File: src/hdl/tpss_pkg.sv
`default_nettype none
package tpss_pkg;

  // width of the packed x/y word before it is fitted to the frame
  localparam int unsigned PackedBits = 20;
  localparam int unsigned SampleBits = 10;

  // sender phase codes
  typedef enum logic [1:0] {
    PH_IDLE     = 2'd0,
    PH_CAPTURE  = 2'd1,
    PH_TRANSMIT = 2'd2
  } phase_t;

  // one result item
  typedef struct packed {
    phase_t phase;
    logic   data_line;
  } result_t;

endpackage
`default_nettype wire

File: src/hdl/touch_position_serial_sender.sv
`default_nettype none
// Touch position serial sender. Each input request is one wake event (host clock
// level plus X and Y samples); each one yields exactly one result request with
// the data pin level and the phase after that event. One request is taken every
// clock cycle while the output register can take it, and its result is valid
// in the cycle after acceptance; this follows from the single state update per
// event, which feeds one output register. Input is taken while that register is
// empty or being drained, so a stalled output holds the block. FRAME_BITS sets
// the frame length sent MSB first, followed by an XOR parity bit.
module touch_position_serial_sender #(
  parameter int unsigned FRAME_BITS = 20
) (
  input  wire logic        clk,
  input  wire logic        rst,
  input  wire logic        s_axis_tvalid,
  output logic             s_axis_tready,
  // [0] clock_level, [10:1] x_sample, [20:11] y_sample, [23:21] zero
  input  wire logic [23:0] s_axis_tdata,
  output logic             m_axis_tvalid,
  input  wire logic        m_axis_tready,
  // [0] data_line, [2:1] phase, [7:3] zero
  output logic [7:0]       m_axis_tdata
);
  import tpss_pkg::*;

  localparam int unsigned CntBits = $clog2(FRAME_BITS + 1);

  phase_t                phase_reg, phase_next;
  logic [FRAME_BITS-1:0] frame_shift, frame_shift_next;
  logic [CntBits-1:0]    bits_sent, bits_sent_next;
  logic                  parity_bit, parity_bit_next;
  logic                  clock_tracker, clock_tracker_next;
  logic                  prev_nonzero, prev_nonzero_next;
  logic                  data_reg, data_next;
  logic                  accept;
  result_t               result;
  result_t               out_result;

  assign accept = s_axis_tvalid && s_axis_tready;

  // event logic
  tpss_step #(
    .FRAME_BITS(FRAME_BITS),
    .CNT_BITS  (CntBits)
  ) u_step (
    .clock_level       (s_axis_tdata[0]),
    .x_sample          (s_axis_tdata[10:1]),
    .y_sample          (s_axis_tdata[20:11]),
    .phase_reg         (phase_reg),
    .frame_shift       (frame_shift),
    .bits_sent         (bits_sent),
    .parity_bit        (parity_bit),
    .clock_tracker     (clock_tracker),
    .prev_nonzero      (prev_nonzero),
    .data_reg          (data_reg),
    .phase_next        (phase_next),
    .frame_shift_next  (frame_shift_next),
    .bits_sent_next    (bits_sent_next),
    .parity_bit_next   (parity_bit_next),
    .clock_tracker_next(clock_tracker_next),
    .prev_nonzero_next (prev_nonzero_next),
    .data_next         (data_next)
  );

  // sender state, updated once per accepted event
  always_ff @(posedge clk) begin
    if (rst) begin
      phase_reg     <= PH_IDLE;
      frame_shift   <= '0;
      bits_sent     <= '0;
      parity_bit    <= 1'b0;
      clock_tracker <= 1'b0;
      prev_nonzero  <= 1'b0;
      data_reg      <= 1'b0;
    end else if (accept) begin
      phase_reg     <= phase_next;
      frame_shift   <= frame_shift_next;
      bits_sent     <= bits_sent_next;
      parity_bit    <= parity_bit_next;
      clock_tracker <= clock_tracker_next;
      prev_nonzero  <= prev_nonzero_next;
      data_reg      <= data_next;
    end
  end

  assign result.data_line = data_next;
  assign result.phase     = phase_next;

  // result register
  tpss_out_reg u_out (
    .clk       (clk),
    .rst       (rst),
    .load      (s_axis_tvalid),
    .result    (result),
    .load_ready(s_axis_tready),
    .out_valid (m_axis_tvalid),
    .out_ready (m_axis_tready),
    .out_result(out_result)
  );

  assign m_axis_tdata = {5'b0, out_result.phase, out_result.data_line};

  // every accepted event leaves a result waiting
  a_result_follows: assert property (@(posedge clk) disable iff (rst)
    accept |=> m_axis_tvalid)
    else $error("accepted event produced no result");

  // the bit counter never passes the frame length
  a_count_range: assert property (@(posedge clk) disable iff (rst)
    bits_sent <= CntBits'(FRAME_BITS))
    else $error("bit counter beyond frame length");

  // an idle event clears the bit counter and parity
  a_idle_clears: assert property (@(posedge clk) disable iff (rst)
    accept && phase_reg != PH_CAPTURE && phase_reg != PH_TRANSMIT
    |=> bits_sent == '0 && parity_bit == 1'b0 && clock_tracker)
    else $error("idle event did not clear transmit state");

  // entering transmit raises the data line in the result
  a_start_high: assert property (@(posedge clk) disable iff (rst)
    accept && phase_reg == PH_CAPTURE && phase_next == PH_TRANSMIT
    |=> m_axis_tdata[0] && m_axis_tdata[2:1] == PH_TRANSMIT)
    else $error("transmit start without data line high");

endmodule
`default_nettype wire

File: src/hdl/tpss_step.sv
`default_nettype none
module tpss_step #(
  parameter int unsigned FRAME_BITS = 20,
  parameter int unsigned CNT_BITS   = $clog2(FRAME_BITS + 1)
) (
  input  wire logic                     clock_level,
  input  wire logic [9:0]               x_sample,
  input  wire logic [9:0]               y_sample,
  input  wire tpss_pkg::phase_t         phase_reg,
  input  wire logic [FRAME_BITS-1:0]    frame_shift,
  input  wire logic [CNT_BITS-1:0]      bits_sent,
  input  wire logic                     parity_bit,
  input  wire logic                     clock_tracker,
  input  wire logic                     prev_nonzero,
  input  wire logic                     data_reg,
  output tpss_pkg::phase_t              phase_next,
  output logic [FRAME_BITS-1:0]         frame_shift_next,
  output logic [CNT_BITS-1:0]           bits_sent_next,
  output logic                          parity_bit_next,
  output logic                          clock_tracker_next,
  output logic                          prev_nonzero_next,
  output logic                          data_next
);
  import tpss_pkg::*;

  logic [PackedBits-1:0]            packed_xy;
  logic [PackedBits+FRAME_BITS-1:0] packed_wide;
  logic [FRAME_BITS-1:0]            frame;
  logic                             frame_nz;
  logic                             top_bit;

  // fit x:y to the frame, zero padded below or lowest bits dropped
  assign packed_xy   = {x_sample, y_sample};
  assign packed_wide = {packed_xy, FRAME_BITS'(0)};
  assign frame       = packed_wide[PackedBits+FRAME_BITS-1 -: FRAME_BITS];
  assign frame_nz    = |frame;
  assign top_bit     = frame_shift[FRAME_BITS-1];

  // next state for one event
  always_comb begin
    phase_next         = phase_reg;
    frame_shift_next   = frame_shift;
    bits_sent_next     = bits_sent;
    parity_bit_next    = parity_bit;
    clock_tracker_next = clock_tracker;
    prev_nonzero_next  = prev_nonzero;
    data_next          = data_reg;
    unique case (phase_reg)
      PH_CAPTURE: begin
        if (!clock_level) begin
          phase_next = PH_IDLE;
        end else begin
          frame_shift_next = frame;
          data_next        = 1'b0;
          if (prev_nonzero || frame_nz) begin
            prev_nonzero_next = frame_nz;
            data_next         = 1'b1;
            phase_next        = PH_TRANSMIT;
          end
        end
      end
      PH_TRANSMIT: begin
        if (clock_level == clock_tracker) begin
          // clock did not toggle: time out
          phase_next = PH_IDLE;
        end else begin
          clock_tracker_next = ~clock_tracker;
          if (bits_sent >= CNT_BITS'(FRAME_BITS)) begin
            data_next  = parity_bit;
            phase_next = PH_IDLE;
          end else begin
            data_next        = top_bit;
            parity_bit_next  = parity_bit ^ top_bit;
            frame_shift_next = {frame_shift[FRAME_BITS-2:0], 1'b0};
            bits_sent_next   = bits_sent + CNT_BITS'(1);
          end
        end
      end
      default: begin
        // idle, and the unused code treated as idle
        data_next          = 1'b0;
        bits_sent_next     = '0;
        parity_bit_next    = 1'b0;
        clock_tracker_next = 1'b1;
        phase_next         = clock_level ? PH_CAPTURE : PH_IDLE;
      end
    endcase
  end

endmodule
`default_nettype wire

File: src/hdl/tpss_out_reg.sv
`default_nettype none
module tpss_out_reg (
  input  wire logic              clk,
  input  wire logic              rst,
  input  wire logic              load,
  input  wire tpss_pkg::result_t result,
  output logic                   load_ready,
  output logic                   out_valid,
  input  wire logic              out_ready,
  output tpss_pkg::result_t      out_result
);
  import tpss_pkg::*;

  // takes a new result whenever the held one is gone or leaves this cycle
  assign load_ready = !out_valid || out_ready;

  // valid flag
  always_ff @(posedge clk) begin
    if (rst) begin
      out_valid <= 1'b0;
    end else if (load_ready) begin
      out_valid <= load;
    end
  end

  // payload
  always_ff @(posedge clk) begin
    if (load && load_ready) begin
      out_result <= result;
    end
  end

endmodule
`default_nettype wire
File: config.mk
export PLATFORM = sky130hd
export DESIGN_NAME = touch_position_serial_sender
export DESIGN_NICKNAME = d
export VERILOG_FILES = /design/src/hdl/tpss_pkg.sv /design/src/hdl/touch_position_serial_sender.sv /design/src/hdl/tpss_step.sv /design/src/hdl/tpss_out_reg.sv
export SDC_FILE = /design/constraint.sdc
export NUM_CORES = 1
export LEC_CHECK = 0
export BUFFER_PORTS_ARGS = -buffer_cell sky130_fd_sc_hd__buf_2
export CAP_MARGIN = 20
export CORE_MARGIN = 4
export CORE_UTILIZATION = 40
export DETAILED_ROUTE_END_ITERATION = 10
export GPL_TIMING_DRIVEN = 1
export PLACE_DENSITY = 0.56
export SETUP_SLACK_MARGIN = 0.3
export SLEW_MARGIN = 15
export SYNTH_ARGS = -nofsm -noshare
export SYNTH_HDL_FRONTEND = slang
export SYNTH_SLANG_ARGS = --single-unit
File: constraint.sdc
create_clock -name clk -period 5.06 [get_ports clk]
set_input_delay 0.506 -clock clk [delete_from_list [all_inputs] [get_ports clk]]
set_output_delay 0.506 -clock clk [all_outputs]
set_load 0.03 [all_outputs]
After elaboration in Yosys (flattened, before gate mapping) --
Index checks and enable logic that the tools add are counted.
Word-level totals: word-level logic and storage cells 54, bits in registers 35
Cells by class: eq/ne operators 6, muxes and demuxes 23, reductions and logical operators 10, bitwise gates (word level) 3, add/sub/neg operators 1, order comparisons 1
Operator list (count):
- 20-bit 2-to-1 mux | 3
- 20-bit one-hot mux with 2 select lines | 1
- 20-bit OR reduction | 1
- 5-bit 2-to-1 mux | 2
- 5-bit one-hot mux with 2 select lines | 1
- 1-bit 2-to-1 mux | 8
- 2-bit 2-to-1 mux | 4
- 4-bit AND reduction | 2
- 2-bit != test (second input constant) | 3
- 1-bit one-hot mux with 2 select lines | 3
- 5-bit by 1-bit adder with 5-bit output (second input constant) | 1
- 5-bit >= comparator (second input constant) | 1
- 5-bit AND reduction | 1
- 2-bit one-hot mux with 2 select lines | 1
- 3-bit AND reduction | 1
- 2-bit by 1-bit == test with 1-bit output (second input constant) | 1
- 2-bit == test (second input constant) | 1
- 1-bit logical OR | 2
- 1-bit inverter | 2
- 2-bit nonzero test | 1
- 1-bit == test | 1
- 1-bit logical AND | 1
- 1-bit zero test | 1
- 1-bit XOR | 1

Logic depth before layout (Yosys ltp) --
Gate-level depths: netlist (run 1).
word-level depth 5, gate-level depth with buffers 9, depth with buffers taken out 6

By module --
Synthesis (run 1) repeated with hierarchy kept, for this count alone.
Unflattened totals: cells, all modules 273, area total of the unflattened synthesis 2526.2 µm²
Modules (own cells, without submodules):
- touch_position_serial_sender | instances 1, cells an instance 147, seq. area each 620.6 µm², area each 1527.7 µm²
- tpss_step | instances 1, cells an instance 118, seq. area each 0.0 µm², area each 853.3 µm²
- tpss_out_reg | instances 1, cells an instance 8, seq. area each 110.1 µm², area each 145.1 µm²

Worst setup path before layout (run 1) --
OpenSTA, ideal clock, no wires.
path type register to register, start register u_out.out_valid, end register frame_shift[3], library setup time 0.136 ns, buffers on the path 1, clock period less this slack 1.738 ns, arrival 1.602 ns, setup slack 3.322 ns, required time 4.924 ns, stages on the path, launching flop included 8, cells stage by stage dfxtp_1 -> nor2b_2 -> inv_1 -> nand2_2 -> inv_1 -> clkbuf_1 -> and4_1 -> nor3_2
Between the ends: longest elaborated chain between the ends 4
RTL lines:
- from (decl) | RTL line tpss_out_reg.sv:8 | output logic out_valid,
- from (signal assigned) | RTL line tpss_out_reg.sv:22 | out_valid <= load;
- 1-bit zero test | RTL line tpss_out_reg.sv:15 | assign load_ready = !out_valid || out_ready;
- 1-bit logical OR | RTL line tpss_out_reg.sv:15
- named net s_axis_tready | RTL line touch_position_serial_sender.sv:16 | output logic s_axis_tready,
- 1-bit logical AND | RTL line touch_position_serial_sender.sv:39 | assign accept = s_axis_tvalid && s_axis_tready;
- 5-bit AND reduction (no source line)
- to (signal assigned) | RTL line touch_position_serial_sender.sv:77 | frame_shift <= frame_shift_next;
- to (decl) | RTL line touch_position_serial_sender.sv:29 | logic [FRAME_BITS-1:0] frame_shift, frame_shift_next;
The timed path passes the listed nets, and every way through them passes these cells. A chain may end at the register's enable or synchronous reset.

Final worst setup path (run 1) --
start register phase_reg[0], end register frame_shift[7]
Between the ends: longest elaborated chain between the ends 3, elaborated cells on any way between the ends 8, those cells by class eq/ne: 5; mux: 1; reduce/logical: 2
RTL lines:
- from (decl) | RTL line touch_position_serial_sender.sv:28 | phase_t phase_reg, phase_next;
- from (signal assigned) | RTL line touch_position_serial_sender.sv:76 | phase_reg <= phase_next;
- 2-bit == test or 2-bit by 1-bit == test with 1-bit output (tied branches) | RTL line tpss_step.sv:48 | unique case (phase_reg)
- 2-bit != test (no source line) or 2-bit nonzero test (tied branches)
- 5-bit AND reduction (no source line)
Parallel ways exist; a longest one is shown, timed or not.

==> results of run 1 <==
==> area by class of cell <==
class | instances | area share
inverters | 12 | 0.0192
well taps | 70 | 0.0373
flip-flops and latches | 35 | 0.311
multi-input cells | 162 | 0.515
repair buffers | 33 | 0.0746
clock buffers | 8 | 0.0426
==> placed cells by master, fill, tap and decap left out, types with 2 or more instances in the layout <==
cell type	n
buf_4	4
nor3_2	10
a21oi_1	7
nor3_1	13
ha_1	4
conb_1	5
a21oi_2	2
and4_1	19
and3b_1	2
o31ai_1	2
nand2_2	2
edfxtp_1	3
nand2_1	5
nor2_1	3
nand2b_1	3
buf_2	29
a311oi_1	2
nand3b_1	2
inv_1	12
o2111ai_1	2
a31oi_1	21
o21ai_0	5
dfxtp_1	32
clkbuf_8	7
nand3_1	7
nor4_1	7
mux2i_1	23
==> where the power goes <==
group	leakage, nW	switching, mW	internal (mW)	total (mW)
clock network	0.0515	0.102	0.124	0.226
logic	0.487	0.0500	0.0253	0.0754
registers	0.289	0.00398	0.286	0.290
total	0.827	0.156	0.436	0.592
==> worst min-delay path, delay by kind of cell (launching register included) <==
kind | cells | cell delay [ns]
flops | 1 | 0.32
simple gates | 1 | 0.05
mux | 1 | 0.05
==> kinds of logic (layout without fill, tap and decap cells) <==
kind of cell	Yosys count	after routing	share of synthesized area
muxes	24	24	0.114
AOI/OAI and AO/OA	49	49	0.157
DFF	35	35	0.344
xor gates and xnor gates	1	1	0.00412
and+or+nand+nor	79	79	0.260
other	1	5	0.00176
adders and majority gates	4	4	0.0235
buffers and inverters	37	53	0.0959
==> per-layer routing <==
layer  vias to the layer above  GRT usage  routed length (µm)
met5                         -          0                   0
met4                         0     0.0507                  57
met3                         5     0.0299                 163
met2                        27      0.235                2160
met1                       856      0.221                2410
li1                        908          -                   -
==> path summary, 6_finish.rpt <==
check                                                from                     endpoint  slack (ns)  cells past startpoint
worst max-delay path            phase_reg[0]$_SDFFE_PP0P_  frame_shift[7]$_SDFFE_PP0P_        2.55                      7
worst min-delay path              parity_bit$_SDFFE_PP0P_      parity_bit$_SDFFE_PP0P_        0.47                      2
worst max register to register  phase_reg[0]$_SDFFE_PP0P_  frame_shift[7]$_SDFFE_PP0P_        2.55                      7
worst min register to register    parity_bit$_SDFFE_PP0P_      parity_bit$_SDFFE_PP0P_        0.47                      2
==> per-stage QoR <==
step / area (µm²) / std cells / hold slack [ns] / power [mW]
global route: 2350 / 320 / 0.529 / 0.620
floorplan: 2140 / 234 / 0.440 / 0.351
finish: 2350 / 320 / 0.468 / 0.592
global placement: 2250 / 312 / 0.457 / 0.372
detailed placement: 2250 / 312 / 0.465 / 0.372
CTS: 2350 / 320 / 0.475 / 0.597
==> impl_metrics.toml, run 1 <==
[logic_synthesis]
synth-seq-area-share = 0.344
synth_area_leaders = "dfxtp_1, mux2i_1, and4_1, a31oi_1, nor3_2"
synth-seq-cells = 35
synthArstFlopShare = 0
synth_top_area_share = 0.301
synth_common_cells = "dfxtp_1, mux2i_1, a31oi_1, and4_1, nor3_1"
synth_cells = 230
syn_area_um2 = 2130
synth_most_common_cell = "dfxtp_1"
synth_area_per_cell_um2 = 9.24
yosysTopAreaCell = "dfxtp_1"
synth_top_flop_cell = "dfxtp_1"
synth_edf_count = 3
ys_warn_count = 0
yosys.cell_types.count = 47

[timing]
postLayoutSetupSlackWorst_ns = 2.55
finalClockSkew_ns = 0.00452
worstMarginPinSlew_ns = 1.08
finalSetupViolCount = 0
rsz0062_at_grt = "no"
finalCritPeriodShare = 0.495
timing.fmax_ghz = 0.399
drv_slew = 0
period_minus_slack_ns = 2.51
tns_ns = 0
max-slew-margin-rel = 0.280
hold_viol = 0

[setup_path]
cp-start-kind = "register"
crit_chain = "inv_1 > ha_1 > inv_1 > a21oi_2 > buf_4 > and4_1 > nor3_2"
critPathKind = "reg -> reg"
worstSetupEndpointType = "register"
critical_path.slowest_cell = "ha_1"
path_buf_inv = 3
cp_max_fo = 39
required_ns = 5.21
worstPathArrival_ns = 2.66
path_common_cell = "inv_1"
critPathTopFamily = "adder cells"
cpPeakStageDelay_ns = 0.87

[finish]
fin_util = 0.457
fillers = 537
final_nets = 281
synthToLayoutAreaGrowth_pct = 10.5
registers.top_by_ff_count = "frame_shift"
largest_reg_flops = 20
drive_above_1_share = 0.240
ff_latch_area_um2 = 731
diodes = 0
reg.largest.list = "frame_shift x20, bits_sent x5, u_out.out_result x3"
multi_input_area_um2 = 1210

[grt]
grt_usage = 0.155
grt_pass1_wl_mm = 8.05
grt_start_max_net_pins = 45
grt_pass1_vias = 1655
grt_antenna_before_repair = 0
gr-total-overflow = 0

[cts]
cts_setup_buffers = 0
cts_tree = "yes"
clkSinkCount = 35
cts_hold_buf = 0
numCtsBuffers = 5
cts-resized-gates = 0
cts-htree-levels = 2
clockBufferDepth = 2
cts.clk_slew.worst_paths_ns = 0.07
clockRootBuffer = "clkbuf_8"
clkLatencyLatePin_ns = 0.29

[min_path]
min_path_type = "reg -> reg"

[die]
die_x_um = 80.9
start_util = 0.414
row_count = 26
die_area_um2 = 6540
core_area_um2 = 5140
fp.dieH_um = 80.9
boundaryPins = 38

[pwr]
leakagePower_nw = 0.827
ir_worst_vdd_mv = 0.145
powerDensity_nw_per_um2 = 252

[route]
firstDrtPassIters = 4
dr.first_iter.drc_count = 173
detail-route-antenna-nets = 0
vias = 1796
drc = 0
vias_per_cell = 5.61
drt_wl_total_mm = 4.79
drt-wirelength-per-cell_um = 15.0

[run]
drv_cap = 0

[placed_design]
io_buffers = 29
dp.final_hpwl_mm = 3.10
gp_congestion = 0.758
pre_cts_ws_ns = 2.58

[outcome]
status = "complete, no violations"
Note: power is estimated with default switching activity, not from simulation.
==> inputs of run 2 (changes only) <==
==> constraint.sdc (replaced) <==
create_clock -name clk -period 2.4 [get_ports clk]
set_input_delay 0.24 -clock clk [delete_from_list [all_inputs] [get_ports clk]]
set_output_delay 0.24 -clock clk [all_outputs]
set_load 0.03 [all_outputs]
==> run 2 against run 1 <==
Against the previous run: clock skew up 0.0022 ns; critical path depth unchanged; flip-flop and latch count stayed put; core utilization grew 0.68 points; non-clock buffer count grew 3; clock power rose by 95%; largest power group unchanged; via count fell by 0.22%; maximum frequency rose by 34%; global-route usage rose by 0.52 points; setup slack worse by 2.0 ns; largest cell class unchanged; first-iteration DRC count is 42% lower; sequential power is 110% higher.
==> impl_metrics.toml, run 2 (synthesized netlist as in run 1, its figures left out) <==
[grt]
grt_pass1_wl_mm = 8.17
grt_most_used_layer = "met2"
use_met3 = 0.0366
grt_pass1_vias = 1664
grt_usage = 0.161
grt_use_met1 = 0.217
gr-total-overflow = 0
grt_start_max_net_pins = 40
use_met2 = 0.245
grt_antenna_before_repair = 0

[setup_path]
cp-start-kind = "register"
cp_max_fo = 39
worstPathArrival_ns = 2.05
rr_startpoint = "phase_reg[0]$_SDFFE_PP0P_"
worst_r2r_path_depth = 7
r2r_setup_slack_ns = 0.52
endpoint = "frame_shift[7]$_SDFFE_PP0P_"
required_ns = 2.58
r2r-end = "frame_shift[7]$_SDFFE_PP0P_"
worstSetupStartpoint = "phase_reg[0]$_SDFFE_PP0P_"
worstSetupEndpointType = "register"
critPathKind = "reg -> reg"

[route]
detail-route-antenna-nets = 0
dr.first_iter.drc_count = 100
vias = 1792
vias_per_cell = 5.57
firstDrtPassIters = 4
drt_wl_total_mm = 4.89
drt-wirelength-per-cell_um = 15.2
drc = 0

[finish]
fin_area_um2 = 2380
final_nets = 284
registers.top_by_ff_count = "frame_shift"
drive_above_1_share = 0.250
largest_reg_flops = 20
final_cells = 322
fillers = 530
layout_commonest_cell = "dfxtp_1"
mostFrequentLayoutCells = "dfxtp_1, buf_2, mux2i_1"
diodes = 0
synthToLayoutAreaGrowth_pct = 12.1
reg.largest.list = "frame_shift x20, bits_sent x5, u_out.out_result x3"

[placed_design]
dpl_cell_area_um2 = 2300
io_buffers = 29
gp_congestion = 0.754
dp.cells = 315
dp.final_hpwl_mm = 3.36

[die]
die_x_um = 80.9
boundaryPins = 38
fp.dieH_um = 80.9
row_count = 26
die_area_um2 = 6540
core_area_um2 = 5140
start_util = 0.414

[run]
drv_cap = 0

[cts]
cts_hold_buf = 0
cts_tree = "yes"
cts_setup_buffers = 0
cts.clk_slew.worst_paths_ns = 0.07
numCtsBuffers = 5
clockBufferDepth = 2
clkLatencyLatePin_ns = 0.29
clockRootBuffer = "clkbuf_8"
cts-htree-levels = 2
clkSinkCount = 35
cts-resized-gates = 0

[pwr]
sequentialPowerShare = 0.503
ir_worst_vdd_mv = 0.256
leakagePower_nw = 0.849
powerDensity_nw_per_um2 = 511
netSwitchingFraction = 0.272
p_int_mw = 0.887
clock_power_share = 0.362
combPwrFrac = 0.136
switchingPower_mw = 0.331

[timing]
worstMarginPinSlew_ns = 0.580
finalCritPeriodShare = 0.782
max-slew-margin-rel = 0.610
finalClockSkew_ns = 0.00667
timing.fmax_ghz = 0.533
finalSetupViolCount = 0
tns_ns = 0
hold_viol = 0
drv_slew = 0
period_minus_slack_ns = 1.88
rsz0062_at_grt = "no"

[outcome]
status = "complete, no violations"

[min_path]
min_path_type = "in -> reg"
run 2: cell count changes in the layout (fill, tap and decap cells not counted):
cell | previous run | this run
clkbuf_1 | 1 | 0
buf_12 | 0 | 2
clkinv_2 | 0 | 1
buf_4 | 4 | 5
clkbuf_8 | 7 | 6
run 2: how the worst min path moves through the flow:
stage	end	depth (start not counted)	startpoint
after floorplan	frame_shift[0]$_SDFFE_PP0P_	2	s_axis_tdata[11]
after global placement	parity_bit$_SDFFE_PP0P_	2	parity_bit$_SDFFE_PP0P_
after detailed placement	parity_bit$_SDFFE_PP0P_	2	parity_bit$_SDFFE_PP0P_
after CTS	frame_shift[0]$_SDFFE_PP0P_	3	s_axis_tdata[11]
after global routing	frame_shift[0]$_SDFFE_PP0P_	3	s_axis_tdata[11]
final	frame_shift[0]$_SDFFE_PP0P_	3	s_axis_tdata[11]
run 2: metal layers:
metal,wire length [µm],up-vias
met5,0,-
met4,94,0
met3,148,7
met2,2210,27
met1,2440,847
li1,-,911
run 2: cell type report:
cell class	count	area [µm²]	share of cell area
tap	70	87.6	0.0367
timing repair buffer	36	223	0.0934
clock buffer	6	82.6	0.0346
clock inverter	1	5.00	0.00210
inverter	12	45.0	0.0189
sequential	35	731	0.307
multi-input combinational	162	1210	0.508
run 2: power by group through the flow:
stage | logic [mW] | clock network, mW | registers, mW
final | 0.165 | 0.440 | 0.613
after global routing | 0.182 | 0.479 | 0.614
after CTS | 0.166 | 0.458 | 0.612
after detailed placement | 0.165 | 0 | 0.626
after global placement | 0.164 | 0 | 0.626
after floorplan | 0.109 | 0 | 0.632
run 2: per-stage QoR:
step / worst slack [ns] / hold slack [ns] / power, mW / util
5_1_grt: 0.397 / 0.269 / 1.28 / 0.464
2_1_floorplan: 0.662 / 0.404 / 0.741 / -
6_report: 0.524 / 0.233 / 1.22 / 0.464
3_5_place_dp: 0.530 / 0.471 / 0.791 / 0.447
3_3_place_gp: 0.547 / 0.466 / 0.790 / 0.447
4_1_cts: 0.518 / 0.224 / 1.24 / 0.464
run 2: worst max-delay path: stages, from the launching register on:
cell     delay, ns
dfxtp_1       0.34
inv_1         0.08
ha_1          0.36
inv_1         0.16
a21oi_2       0.14
buf_4         0.34
and4_1        0.29
nor3_2        0.04
